### config.mk
export PLATFORM = sky130hd
export DESIGN_NAME = playfair_stream_encryptor_top
export DESIGN_NICKNAME = d
export VERILOG_FILES = /design/src/sv/pfe_pkg.sv /design/src/sv/pfe_queue.sv /design/src/sv/pfe_front.sv /design/src/sv/pfe_back.sv /design/src/sv/playfair_stream_encryptor_top.sv
export SDC_FILE = /design/constraint.sdc
export NUM_CORES = 1
export LEC_CHECK = 0
export BUFFER_PORTS_ARGS = -buffer_cell sky130_fd_sc_hd__buf_2
export CAP_MARGIN = 20
export CORE_AREA = 2 2 136 138
export CTS_CLUSTER_SIZE = 24
export DETAILED_ROUTE_END_ITERATION = 6
export DIE_AREA = 0 0 138 140
export PLACE_DENSITY = 0.6
export SYNTH_ARGS = -nofsm -noshare
export SYNTH_HDL_FRONTEND = slang
export SYNTH_SLANG_ARGS = --single-unit
### constraint.sdc
create_clock -name clk -period 4.7 [get_ports clk]
set_input_delay 0.94 -clock clk [delete_from_list [all_inputs] [get_ports clk]]
set_output_delay 0.94 -clock clk [all_outputs]
set_load 0.01 [all_outputs]
### src/sv/pfe_pkg.sv
package pfe_pkg;

  localparam int LETTER_W    = 5;
  localparam int NUM_LETTERS = 26;
  localparam int NUM_CELLS   = 25;
  localparam int Q_DEPTH     = 2;

  localparam logic [LETTER_W-1:0] LETTER_Z = 5'd25;
  localparam logic [LETTER_W-1:0] FILLER   = 5'd23;

  // Cell of each letter a..z in the key square; j shares the cell of i.
  localparam logic [LETTER_W-1:0] CELL_OF [NUM_LETTERS] = '{
    5'd7,  5'd11, 5'd12, 5'd13, 5'd0,  5'd9,  5'd14, 5'd15, 5'd4,
    5'd4,  5'd16, 5'd6,  5'd2,  5'd17, 5'd5,  5'd3,  5'd18, 5'd10,
    5'd1,  5'd19, 5'd20, 5'd21, 5'd22, 5'd23, 5'd8,  5'd24
  };

  // Key square, row-major: e s m p i / o l a y f / r b c d g / h k n q t / u v w x z
  localparam logic [LETTER_W-1:0] KEY_SEQ [NUM_CELLS] = '{
    5'd4,  5'd18, 5'd12, 5'd15, 5'd8,
    5'd14, 5'd11, 5'd0,  5'd24, 5'd5,
    5'd17, 5'd1,  5'd2,  5'd3,  5'd6,
    5'd7,  5'd10, 5'd13, 5'd16, 5'd19,
    5'd20, 5'd21, 5'd22, 5'd23, 5'd25
  };

  typedef struct packed {
    logic [LETTER_W-1:0] plain_letter;
    logic                end_of_message;
  } in_item_t;

  typedef struct packed {
    logic [LETTER_W-1:0] cipher_letter;
    logic                last_of_message;
  } out_item_t;

  typedef struct packed {
    logic [LETTER_W-1:0] first;
    logic [LETTER_W-1:0] second;
    logic                last;
  } bigram_t;

endpackage

### src/sv/pfe_queue.sv
module pfe_queue import pfe_pkg::*; #(
  parameter int  DEPTH  = 2,
  parameter type item_t = bigram_t
) (
  input  logic  clk,
  input  logic  rst_n,
  input  logic  push,
  input  item_t push_item,
  output logic  full,
  input  logic  pop,
  output item_t head_item,
  output logic  empty
);

  localparam int PTR_W = (DEPTH > 1) ? $clog2(DEPTH) : 1;
  localparam int CNT_W = $clog2(DEPTH + 1);

  item_t             mem_r [DEPTH];
  logic [PTR_W-1:0]  wr_ptr_r, rd_ptr_r;
  logic [CNT_W-1:0]  cnt_r, cnt_nxt;
  logic              do_push, do_pop;

  assign full      = (cnt_r == CNT_W'(DEPTH));
  assign empty     = (cnt_r == '0);
  assign head_item = mem_r[rd_ptr_r];
  assign do_push   = push && !full;
  assign do_pop    = pop && !empty;

  always_comb begin
    cnt_nxt = cnt_r;
    if (do_push && !do_pop) begin
      cnt_nxt = cnt_r + CNT_W'(1);
    end else if (do_pop && !do_push) begin
      cnt_nxt = cnt_r - CNT_W'(1);
    end
  end

  always_ff @(posedge clk) begin
    if (do_push) begin
      mem_r[wr_ptr_r] <= push_item;
    end
  end

  always_ff @(posedge clk) begin
    if (!rst_n) begin
      wr_ptr_r <= '0;
      rd_ptr_r <= '0;
      cnt_r    <= '0;
    end else begin
      cnt_r <= cnt_nxt;
      if (do_push) begin
        wr_ptr_r <= (wr_ptr_r == PTR_W'(DEPTH - 1)) ? '0 : wr_ptr_r + PTR_W'(1);
      end
      if (do_pop) begin
        rd_ptr_r <= (rd_ptr_r == PTR_W'(DEPTH - 1)) ? '0 : rd_ptr_r + PTR_W'(1);
      end
    end
  end

`ifndef SYNTHESIS
  a_cnt_bound: assert property (@(posedge clk) disable iff (!rst_n)
    cnt_r <= CNT_W'(DEPTH))
    else $error("queue count beyond depth");
  a_no_overflow: assert property (@(posedge clk) disable iff (!rst_n)
    !(push && full))
    else $error("push into full queue");
`endif

endmodule

### src/sv/pfe_front.sv
module pfe_front import pfe_pkg::*; (
  input  logic     clk,
  input  logic     rst_n,
  input  logic     in_push,
  input  in_item_t in_item,
  output logic     in_full,
  output logic     bq_push,
  output bigram_t  bq_item,
  input  logic     bq_full
);

  logic [LETTER_W-1:0] held_r;
  logic                held_v_r;
  bigram_t             p0_r, p1_r;
  logic                p0_v_r, p1_v_r;

  logic [LETTER_W-1:0] letter;
  logic                eom, accept, drain, same;
  bigram_t             nb0, nb1;
  logic [1:0]          n_new;

  assign letter  = (in_item.plain_letter > LETTER_Z) ? LETTER_Z : in_item.plain_letter;
  assign eom     = in_item.end_of_message;
  assign same    = (CELL_OF[letter] == CELL_OF[held_r]);
  assign drain   = p0_v_r && !bq_full;
  assign in_full = p1_v_r || (p0_v_r && bq_full);
  assign accept  = in_push && !in_full;
  assign bq_push = drain;
  assign bq_item = p0_r;

  // Split one letter into zero, one or two bigrams
  always_comb begin
    nb0   = '{first: held_r, second: letter, last: eom};
    nb1   = '{first: letter, second: FILLER, last: 1'b1};
    n_new = 2'd0;
    if (held_v_r) begin
      if (same) begin
        nb0   = '{first: held_r, second: FILLER, last: 1'b0};
        n_new = eom ? 2'd2 : 2'd1;
      end else begin
        n_new = 2'd1;
      end
    end else if (eom) begin
      nb0   = '{first: letter, second: FILLER, last: 1'b1};
      n_new = 2'd1;
    end
  end

  always_ff @(posedge clk) begin
    if (!rst_n) begin
      held_r   <= '0;
      held_v_r <= 1'b0;
      p0_v_r   <= 1'b0;
      p1_v_r   <= 1'b0;
    end else begin
      if (drain) begin
        p0_r   <= p1_r;
        p0_v_r <= p1_v_r;
        p1_v_r <= 1'b0;
      end
      if (accept) begin
        p0_r   <= nb0;
        p1_r   <= nb1;
        p0_v_r <= (n_new != 2'd0);
        p1_v_r <= (n_new == 2'd2);
        if (eom || (held_v_r && !same)) begin
          held_r   <= '0;
          held_v_r <= 1'b0;
        end else begin
          held_r   <= letter;
          held_v_r <= 1'b1;
        end
      end
    end
  end

`ifndef SYNTHESIS
  a_slot_order: assert property (@(posedge clk) disable iff (!rst_n)
    p1_v_r |-> p0_v_r)
    else $error("second bigram slot set without first");
  a_eom_clears: assert property (@(posedge clk) disable iff (!rst_n)
    (accept && eom) |=> !held_v_r)
    else $error("letter still held after end of message");
`endif

endmodule

### src/sv/pfe_back.sv
module pfe_back import pfe_pkg::*; #(
  parameter int GRID_SIDE = 5
) (
  input  logic      clk,
  input  logic      rst_n,
  input  logic      bq_empty,
  input  bigram_t   bq_head,
  output logic      bq_pop,
  output logic      oq_push,
  output out_item_t oq_item,
  input  logic      oq_full
);

  localparam int RC_W = $clog2(GRID_SIDE);

  logic [RC_W-1:0]     row_lt [NUM_LETTERS];
  logic [RC_W-1:0]     col_lt [NUM_LETTERS];
  logic [LETTER_W-1:0] key_at [GRID_SIDE][GRID_SIDE];
  logic                occ_at [GRID_SIDE][GRID_SIDE];

  // Constant lookup tables, built at elaboration
  for (genvar i = 0; i < NUM_LETTERS; i++) begin : g_lt
    assign row_lt[i] = RC_W'(int'(CELL_OF[i]) / GRID_SIDE);
    assign col_lt[i] = RC_W'(int'(CELL_OF[i]) % GRID_SIDE);
  end

  for (genvar r = 0; r < GRID_SIDE; r++) begin : g_row
    for (genvar c = 0; c < GRID_SIDE; c++) begin : g_col
      localparam int IDX = r * GRID_SIDE + c;
      assign occ_at[r][c] = (IDX < NUM_CELLS);
      assign key_at[r][c] = (IDX < NUM_CELLS) ? KEY_SEQ[IDX % NUM_CELLS] : '0;
    end
  end

  logic                phase_r;
  logic [RC_W-1:0]     r1, c1, r2, c2;
  logic [RC_W:0]       nc1, nc2, nr1, nr2;
  logic [LETTER_W-1:0] o1, o2;
  logic                wr;

  assign r1 = row_lt[bq_head.first];
  assign c1 = col_lt[bq_head.first];
  assign r2 = row_lt[bq_head.second];
  assign c2 = col_lt[bq_head.second];

  always_comb begin
    nc1 = {1'b0, c1} + (RC_W+1)'(1);
    nc2 = {1'b0, c2} + (RC_W+1)'(1);
    nr1 = {1'b0, r1} + (RC_W+1)'(1);
    nr2 = {1'b0, r2} + (RC_W+1)'(1);
    // Wrap past the edge or onto an empty cell
    if (nc1 == (RC_W+1)'(GRID_SIDE)) nc1 = '0;
    else if (!occ_at[r1][nc1[RC_W-1:0]]) nc1 = '0;
    if (nc2 == (RC_W+1)'(GRID_SIDE)) nc2 = '0;
    else if (!occ_at[r2][nc2[RC_W-1:0]]) nc2 = '0;
    if (nr1 == (RC_W+1)'(GRID_SIDE)) nr1 = '0;
    else if (!occ_at[nr1[RC_W-1:0]][c1]) nr1 = '0;
    if (nr2 == (RC_W+1)'(GRID_SIDE)) nr2 = '0;
    else if (!occ_at[nr2[RC_W-1:0]][c2]) nr2 = '0;

    if (r1 == r2) begin
      o1 = key_at[r1][nc1[RC_W-1:0]];
      o2 = key_at[r2][nc2[RC_W-1:0]];
    end else if (c1 == c2) begin
      o1 = key_at[nr1[RC_W-1:0]][c1];
      o2 = key_at[nr2[RC_W-1:0]][c2];
    end else begin
      o1 = occ_at[r1][c2] ? key_at[r1][c2] : key_at[r1][c1];
      o2 = occ_at[r2][c1] ? key_at[r2][c1] : key_at[r2][c2];
    end
  end

  assign wr      = !bq_empty && !oq_full;
  assign oq_push = wr;
  assign bq_pop  = wr && phase_r;
  assign oq_item = phase_r ? '{cipher_letter: o2, last_of_message: bq_head.last}
                           : '{cipher_letter: o1, last_of_message: 1'b0};

  always_ff @(posedge clk) begin
    if (!rst_n) begin
      phase_r <= 1'b0;
    end else if (wr) begin
      phase_r <= !phase_r;
    end
  end

`ifndef SYNTHESIS
  a_phase_hold: assert property (@(posedge clk) disable iff (!rst_n)
    phase_r |-> !bq_empty)
    else $error("second letter pending with no bigram");
  a_pop_second: assert property (@(posedge clk) disable iff (!rst_n)
    bq_pop |-> (phase_r && oq_push))
    else $error("bigram dropped before both letters left");
`endif

endmodule

### src/sv/playfair_stream_encryptor_top.sv
// Playfair stream encryptor. Plaintext letters (0 = a .. 25 = z, codes above
// 25 taken as z) enter one per item on the in_ queue port with end_of_message
// on the final letter; cipher letters leave on the out_ queue port, two per
// bigram, with last_of_message on the final one. Letters pair up in order; a
// repeated letter (j counts as i) or a lone final letter is closed with the
// filler x, so one item yields zero, two or four cipher letters. The front
// accepts one item per cycle unless it still holds a second bigram from the
// previous item or the bigram queue is full; the back works on one bigram at
// a time and sends out one cipher letter per cycle while a bigram waits and
// the result queue has room, popping the bigram with its second letter. An
// item's first cipher letter passes the front's bigram slot, the bigram queue
// and the result queue before it shows on the out_ ports. GRID_SIDE (5 or 6)
// sets the key square side; in a 6-wide square the 25 letters fill it
// row-major and the rest stay empty.
module playfair_stream_encryptor_top import pfe_pkg::*; #(
  parameter int GRID_SIDE = 5
) (
  input  logic      clk,
  input  logic      rst_n,
  input  logic      in_push,
  input  in_item_t  in_item,
  output logic      in_full,
  output logic      out_empty,
  input  logic      out_pop,
  output out_item_t out_item
);

  logic    bq_push, bq_full, bq_pop, bq_empty;
  bigram_t bq_in, bq_head;

  logic      oq_push, oq_full;
  out_item_t oq_in;

  // Front: pair letters into bigrams, insert filler, track the held letter
  pfe_front u_front (
    .clk     (clk),
    .rst_n   (rst_n),
    .in_push (in_push),
    .in_item (in_item),
    .in_full (in_full),
    .bq_push (bq_push),
    .bq_item (bq_in),
    .bq_full (bq_full)
  );

  // Decouple the front from the back so either side can stall alone
  pfe_queue #(
    .DEPTH  (Q_DEPTH),
    .item_t (bigram_t)
  ) u_bigram_q (
    .clk       (clk),
    .rst_n     (rst_n),
    .push      (bq_push),
    .push_item (bq_in),
    .full      (bq_full),
    .pop       (bq_pop),
    .head_item (bq_head),
    .empty     (bq_empty)
  );

  // Back: find both letters' cells; emit one cipher letter a cycle unless stalled
  pfe_back #(
    .GRID_SIDE (GRID_SIDE)
  ) u_back (
    .clk      (clk),
    .rst_n    (rst_n),
    .bq_empty (bq_empty),
    .bq_head  (bq_head),
    .bq_pop   (bq_pop),
    .oq_push  (oq_push),
    .oq_item  (oq_in),
    .oq_full  (oq_full)
  );

  // Result queue: hold finished letters while the consumer stalls
  pfe_queue #(
    .DEPTH  (Q_DEPTH),
    .item_t (out_item_t)
  ) u_out_q (
    .clk       (clk),
    .rst_n     (rst_n),
    .push      (oq_push),
    .push_item (oq_in),
    .full      (oq_full),
    .pop       (out_pop),
    .head_item (out_item),
    .empty     (out_empty)
  );

endmodule
======== Yosys cells after proc, flatten, opt, wreduce, memory -nomap -nowiden ========
Memories as Yosys holds them, arrays and structs flattened. A register that Yosys moved wholly into a read port is not among the register bits.
Index checks and enable logic that the tools add are counted.
W data, S select, Z words.
operators by class
  equal/unequal tests ..................... 10
  reduce and logical (&&, ||, !) cells .... 35
  magnitude comparators ................... 17
  bitwise gates (word level) .............. 16
  muxes and demuxes ....................... 117
  add/subtract/negate cells ............... 12
operators with widths
  cell                   number
  $mux W25               8
  $mux W5                36
  $bmux W5 S3            8
  $ge A4 B4 Y1 const B   12
  $mux W3                16
  $not A3 Y4             12
  $mux W11               4
  $mux W1                30
  $ge A6 B6 Y1 const B   4
  $not A5 Y6             4
  $bmux W1 S3            6
  $add A3 B1 Y4 const B  4
  $eq A4 B3 Y1 const B   4
  $logic_and A1 B1 Y1    14
  $mux W2                7
  $mux W6                2
  $logic_not A1 Y1       11
  $reduce_bool A2 Y1     4
  $eq A2 B2 Y1 const B   3
  $eq A3 B3 Y1           2
  $eq A5 B5 Y1           1
  $gt A5 B5 Y1 const B   1
  $add A1 B1 Y1 const B  4
  $add A2 B1 Y2 const B  2
  4 further kinds        8
word-level totals
  input bits .............................. 10
  output and inout port bits .............. 8
  bits in writable memories ............... 34
  ROM bits ................................ 1,664
  memories kept ........................... 16
  word-level logic and storage cells ...... 238
  flip-flop bits (word level) ............. 33
memory list
  memory            depth  width  rd ports  clocked after memory_dff  write ports  RTL line         source
  (no name shown)   8      25     1         0                         0            pfe_back.sv:63   o2 = key_at[r2][nc2[RC_W-1:0]];
  (no name shown)   8      25     1         0                         0            pfe_back.sv:65   o1 = key_at[nr1[RC_W-1:0]][c1];
  (no name shown)   8      25     1         0                         0            pfe_back.sv:66   o2 = key_at[nr2[RC_W-1:0]][c2];
  (no name shown)   8      25     1         0                         0            pfe_back.sv:62   o1 = key_at[r1][nc1[RC_W-1:0]];
  (no name shown)   32     5      1         0                         0            pfe_front.sv:24  assign same = (CELL_OF[letter] == CELL_OF[held_r]);
  (no name shown)   32     5      1         0                         0            pfe_front.sv:24
  10 more memories  --     --     --        --                        --           --

======== Logic depth before layout (Yosys ltp) ========
  depth in word-level cells ............... 24
  mapped depth ............................ 26
  mapped depth without buffers ............ 20

======== Cells and area by module ========
Synthesis repeated with hierarchy kept, for this count alone.
unflattened totals
  cells, all modules ...................... 855
  area, all modules ....................... 7,113.1 um^2
by module, submodules not included
  module                   cells an instance  area an instance (um^2)  instances
  pfe_back                 570                3,792.4                  1
  pfe_front                182                1,631.6                  1
  pfe_queue at u_bigram_q  59                 1,023.5                  1
  pfe_queue at u_out_q     44                 665.6                    1

======== Least setup slack after synthesis ========
No wires, ideal clock.
  kind .................................... register to register
  start point ............................. register (tool-made name)
  end point ............................... memory u_out_q.mem_r[0][1] (netlist bit), data pin
  data arrival time ....................... 4.659 ns
  path buffers ............................ 6
  stages on the path, launching flop included .. 25
  setup time .............................. 0.259 ns
  path slack .............................. -0.218 ns
  data required time ...................... 4.441 ns
  cells stage by stage .................... dfxtp_1 buf_6 buf_6 buf_6 buf_6 buf_6 mux2i_1 inv_1 ha_1 nor2b_1 o31ai_2 nor2_2 inv_2 buf_1 ha_1 nand2b_1 nand3_1 inv_1 ha_1 nor2_1 nor2_1 o221a_1 o31ai_1 o22ai_1 a32o_2
RTL lines
  what           RTL line         source
  end, declared  pfe_queue.sv:18  item_t mem_r [DEPTH];

==> metrics.txt <==
Crit Path Max Fanout 14; Synth area leader edfxtp_1; Inserted Clock Buffers 9; filler instances 1782; CP Data Arrival Time ~4.5 ns; first-pass GRT wire length roughly 37000 um; Worst setup EP type flop; largest net degree at the start of global routing 50; status finished clean; CP startpoint kind flop; Reg clk slew, reported paths ~0.050 ns; ys flop type edfxtp_1; # Max-Cap Violations 0; antenna violations before repair 0; Final #Nets between 900 and 1k; Final Hold Vio Count 0; share of synthesized area spent on multiplexers around 6.8%; Synth top area share approximately a fifth; HP Start u_front.bq_item[4]; Leak between 3 and 4 nW; via count 7260; Yosys warnings 0; starting density of the core 41.4%; unrepaired setup endpoints after global routing no; synthesized cell area approximately 7400 sq um; DP HPWL 16300 um; GP Congestion roughly 0.95; worst min path class reg -> reg; worst skew pair latency 0.34 ns; switching share of power approximately 45%; ant diodes 0; switching power 1.62 mW; fin crit period around 4.5 ns; clock network power share 18.7%; I/O pins 18; layout cells sized above 1 about 16%; PD cells between 400 and 500 nW/um^2; Tcrit/Tclk final between 90 and 100%; total global routing overflow 0; H-tree depth 3; Layout area overhead 11.2%; Setup CP Type reg -> reg; Required @ worst endpoint between 4 and 5 ns; VDD IR-drop max around 300 uV; main combinational cell family by area after synthesis compound AO/OA/AOI/OAI gates; final worst slack around 0.23 ns; FF+latch count, synth 69; Sum Neg Setup Slack 0 ns; CTS tree done; Routed wire per std cell about 20 um; fmax around 220 MHz; post-synthesis area per instance ~8 sq um; CTS Root Cell clkbuf_16; Die H ~140 um; relative slew slack about a third; Place WS around 0.15 ns; Core Footprint about 18000 sq um; XOR/XNOR Fraction of Synth Area 2.50%; Synth Net Count around 970; final setup violating endpoints 0; Internal around 2 mW; CTS Buffer Depth 2; async set or reset register ratio after synthesis 0%; Final Max Tran Viols 0; Std-Cell Rows 49; sequential area share after synthesis between 20% and 30%; Worst Tran Pin Value about 1 ns; Yosys cell types 95; EDFF count, synth 50; Seq pwr share 22.9%; Total Die Area ~19000 sq um; drt first pass iters 6; vias per std cell between 6 and 7; combinational share of power between 50% and 60%; CTS Hold Bufs 0; Sink Count ~70; vias in the first global route between 6k and 7k; die width ~140 um; antenna-violating nets left 0; simple-gate share of the synthesized area between 20% and 30%; all-layer global routing usage between 20% and 30%; top cells by area, synth edfxtp_1, ha_1, dfxtp_1, nor2_1, mux2i_1; synthesized instance count ~900; number of port buffers 17; Post-Route Skew slightly below 0.009 ns; Post-Synth Adder-Cell Area ~9.0%; Compound-Gate Fraction of Synth Area 28.3%; # DRC 0; DRT iter0 DRCs ~860; final wirelength between 20000 and 25000 um
-- worst max-delay path, cell delays in order (launching register included) --
cell,delay (ns)
dfxtp_4,0.38
buf_12,0.17
mux2i_4,0.19
buf_4,0.17
ha_1,0.21
o311a_1,0.38
o21ai_2,0.19
nand2_2,0.16
inv_2,0.29
ha_1,0.35
nand2b_1,0.17
nor2_1,0.04
mux2_2,0.27
a31oi_2,0.36
or3_1,0.27
nor3_1,0.08
a311oi_1,0.34
a211oi_2,0.15
-- flip-flops by register name, indices dropped and copies added (netlist names), 2 cells and up, named ones only --
signal,count
u_front.p1_r,5
u_front.bq_item,11
u_bigram_q.cnt_r,2
u_out_q.cnt_r,2
u_out_q.mem_r,12
u_bigram_q.mem_r,22
u_front.held_r,5
-- worst paths after layout --
path	to	slack, ns	depth (start not counted)
worst max-delay path	u_out_q.mem_r[0][3]	0.23	17
worst min-delay path	u_bigram_q.mem_r[0][4]	0.44	0
worst max register to register	u_out_q.mem_r[0][3]	0.23	17
worst min register to register	u_bigram_q.mem_r[0][4]	0.44	0
-- kinds of logic (layout without fill, tap and decap cells) --
logic type	count (synthesis)	after routing
buffers and inverters	119	136
XOR/XNOR	21	21
AND/OR/NAND/NOR	308	308
flip-flops	69	69
AO/OA/AOI/OAI	286	286
adder cells (fa/ha/maj)	53	53
multiplexers	46	46
-- metrics by stage --
step | instances | hold WS (ns) | total power [mW] | utilization [%] | area [sq um]
floorplan | 902 | 0.421 | 2.25 | - | 7390
global placement | 1127 | 0.425 | 2.83 | 43.8 | 7790
detailed placement | 1127 | 0.429 | 2.82 | 43.8 | 7790
CTS | 1143 | 0.442 | 3.50 | 45.5 | 8080
global route | 1148 | 0.447 | 3.81 | 46.1 | 8190
finish | 1148 | 0.440 | 3.60 | 46.1 | 8190
-- cell usage after synthesis (18+ instances only) --
cell       n
o21ai_0   58
ha_1      53
edfxtp_1  50
clkbuf_1  41
dfxtp_1   19
o211ai_1  19
a21oi_1   44
nand2_1   69
mux2i_1   29
nor2b_1   18
inv_1     44
nand3_1   32
nor2_1    80
nor3_1    33
-- cell usage in the layout, fill, tap and decap left out, types with 8 or more instances in the layout --
cell type  count
a21oi_1       44
buf_2         17
edfxtp_1      50
a211oi_1      11
inv_2          9
ha_1          52
clkbuf_16     11
nand3_1       31
dfxtp_1       18
buf_4         47
nor3_1        33
o22ai_1        8
o21ai_0       57
o211ai_1      19
mux2_2        14
nand2b_1      14
o221ai_1      10
xnor2_1       11
xor2_1        10
a31oi_1       15
nor2b_1       18
inv_1         43
nand2_1       69
mux2i_1       27
nor2_1        80
o31ai_1        8
-- power groups by stage --
stage | Sequential (mW) | Combinational (mW) | Clock (mW)
2_1_floorplan | 0.797 | 1.45 | 0
3_5_place_dp | 0.836 | 1.98 | 0
4_1_cts | 0.823 | 1.99 | 0.683
5_1_grt | 0.836 | 2.26 | 0.710
6_report | 0.825 | 2.10 | 0.673
3_3_place_gp | 0.834 | 2.00 | 0
-- final cells by class --
class	instances	area (sq um)	share of cell area [%]
multi-input cells	714	5020	61.3
well taps	229	287	3.50
clock inverters	5	58.8	0.718
inverters	53	199	2.43
flip-flops and latches	69	1890	23.0
clock buffers	11	233	2.84
repair buffers	67	508	6.20
-- layer usage --
layer / GRT usage (%) / part of all wire (%) / vias up
met5: 0 / 0 / -
li1: - / - / 3424
met2: 35.9 / 44 / 340
met3: 3.97 / 7.8 / 61
met1: 32.3 / 45 / 3435
met4: 7.52 / 2.8 / 0
-- what timing repair did --
action                                  CTS  global route
hold endpoints to repair                  0             0
resized for setup                         0             9
setup buffers                             0             1
endpoints found under the setup margin    0             8
Note: power is estimated with default switching activity, not from simulation.
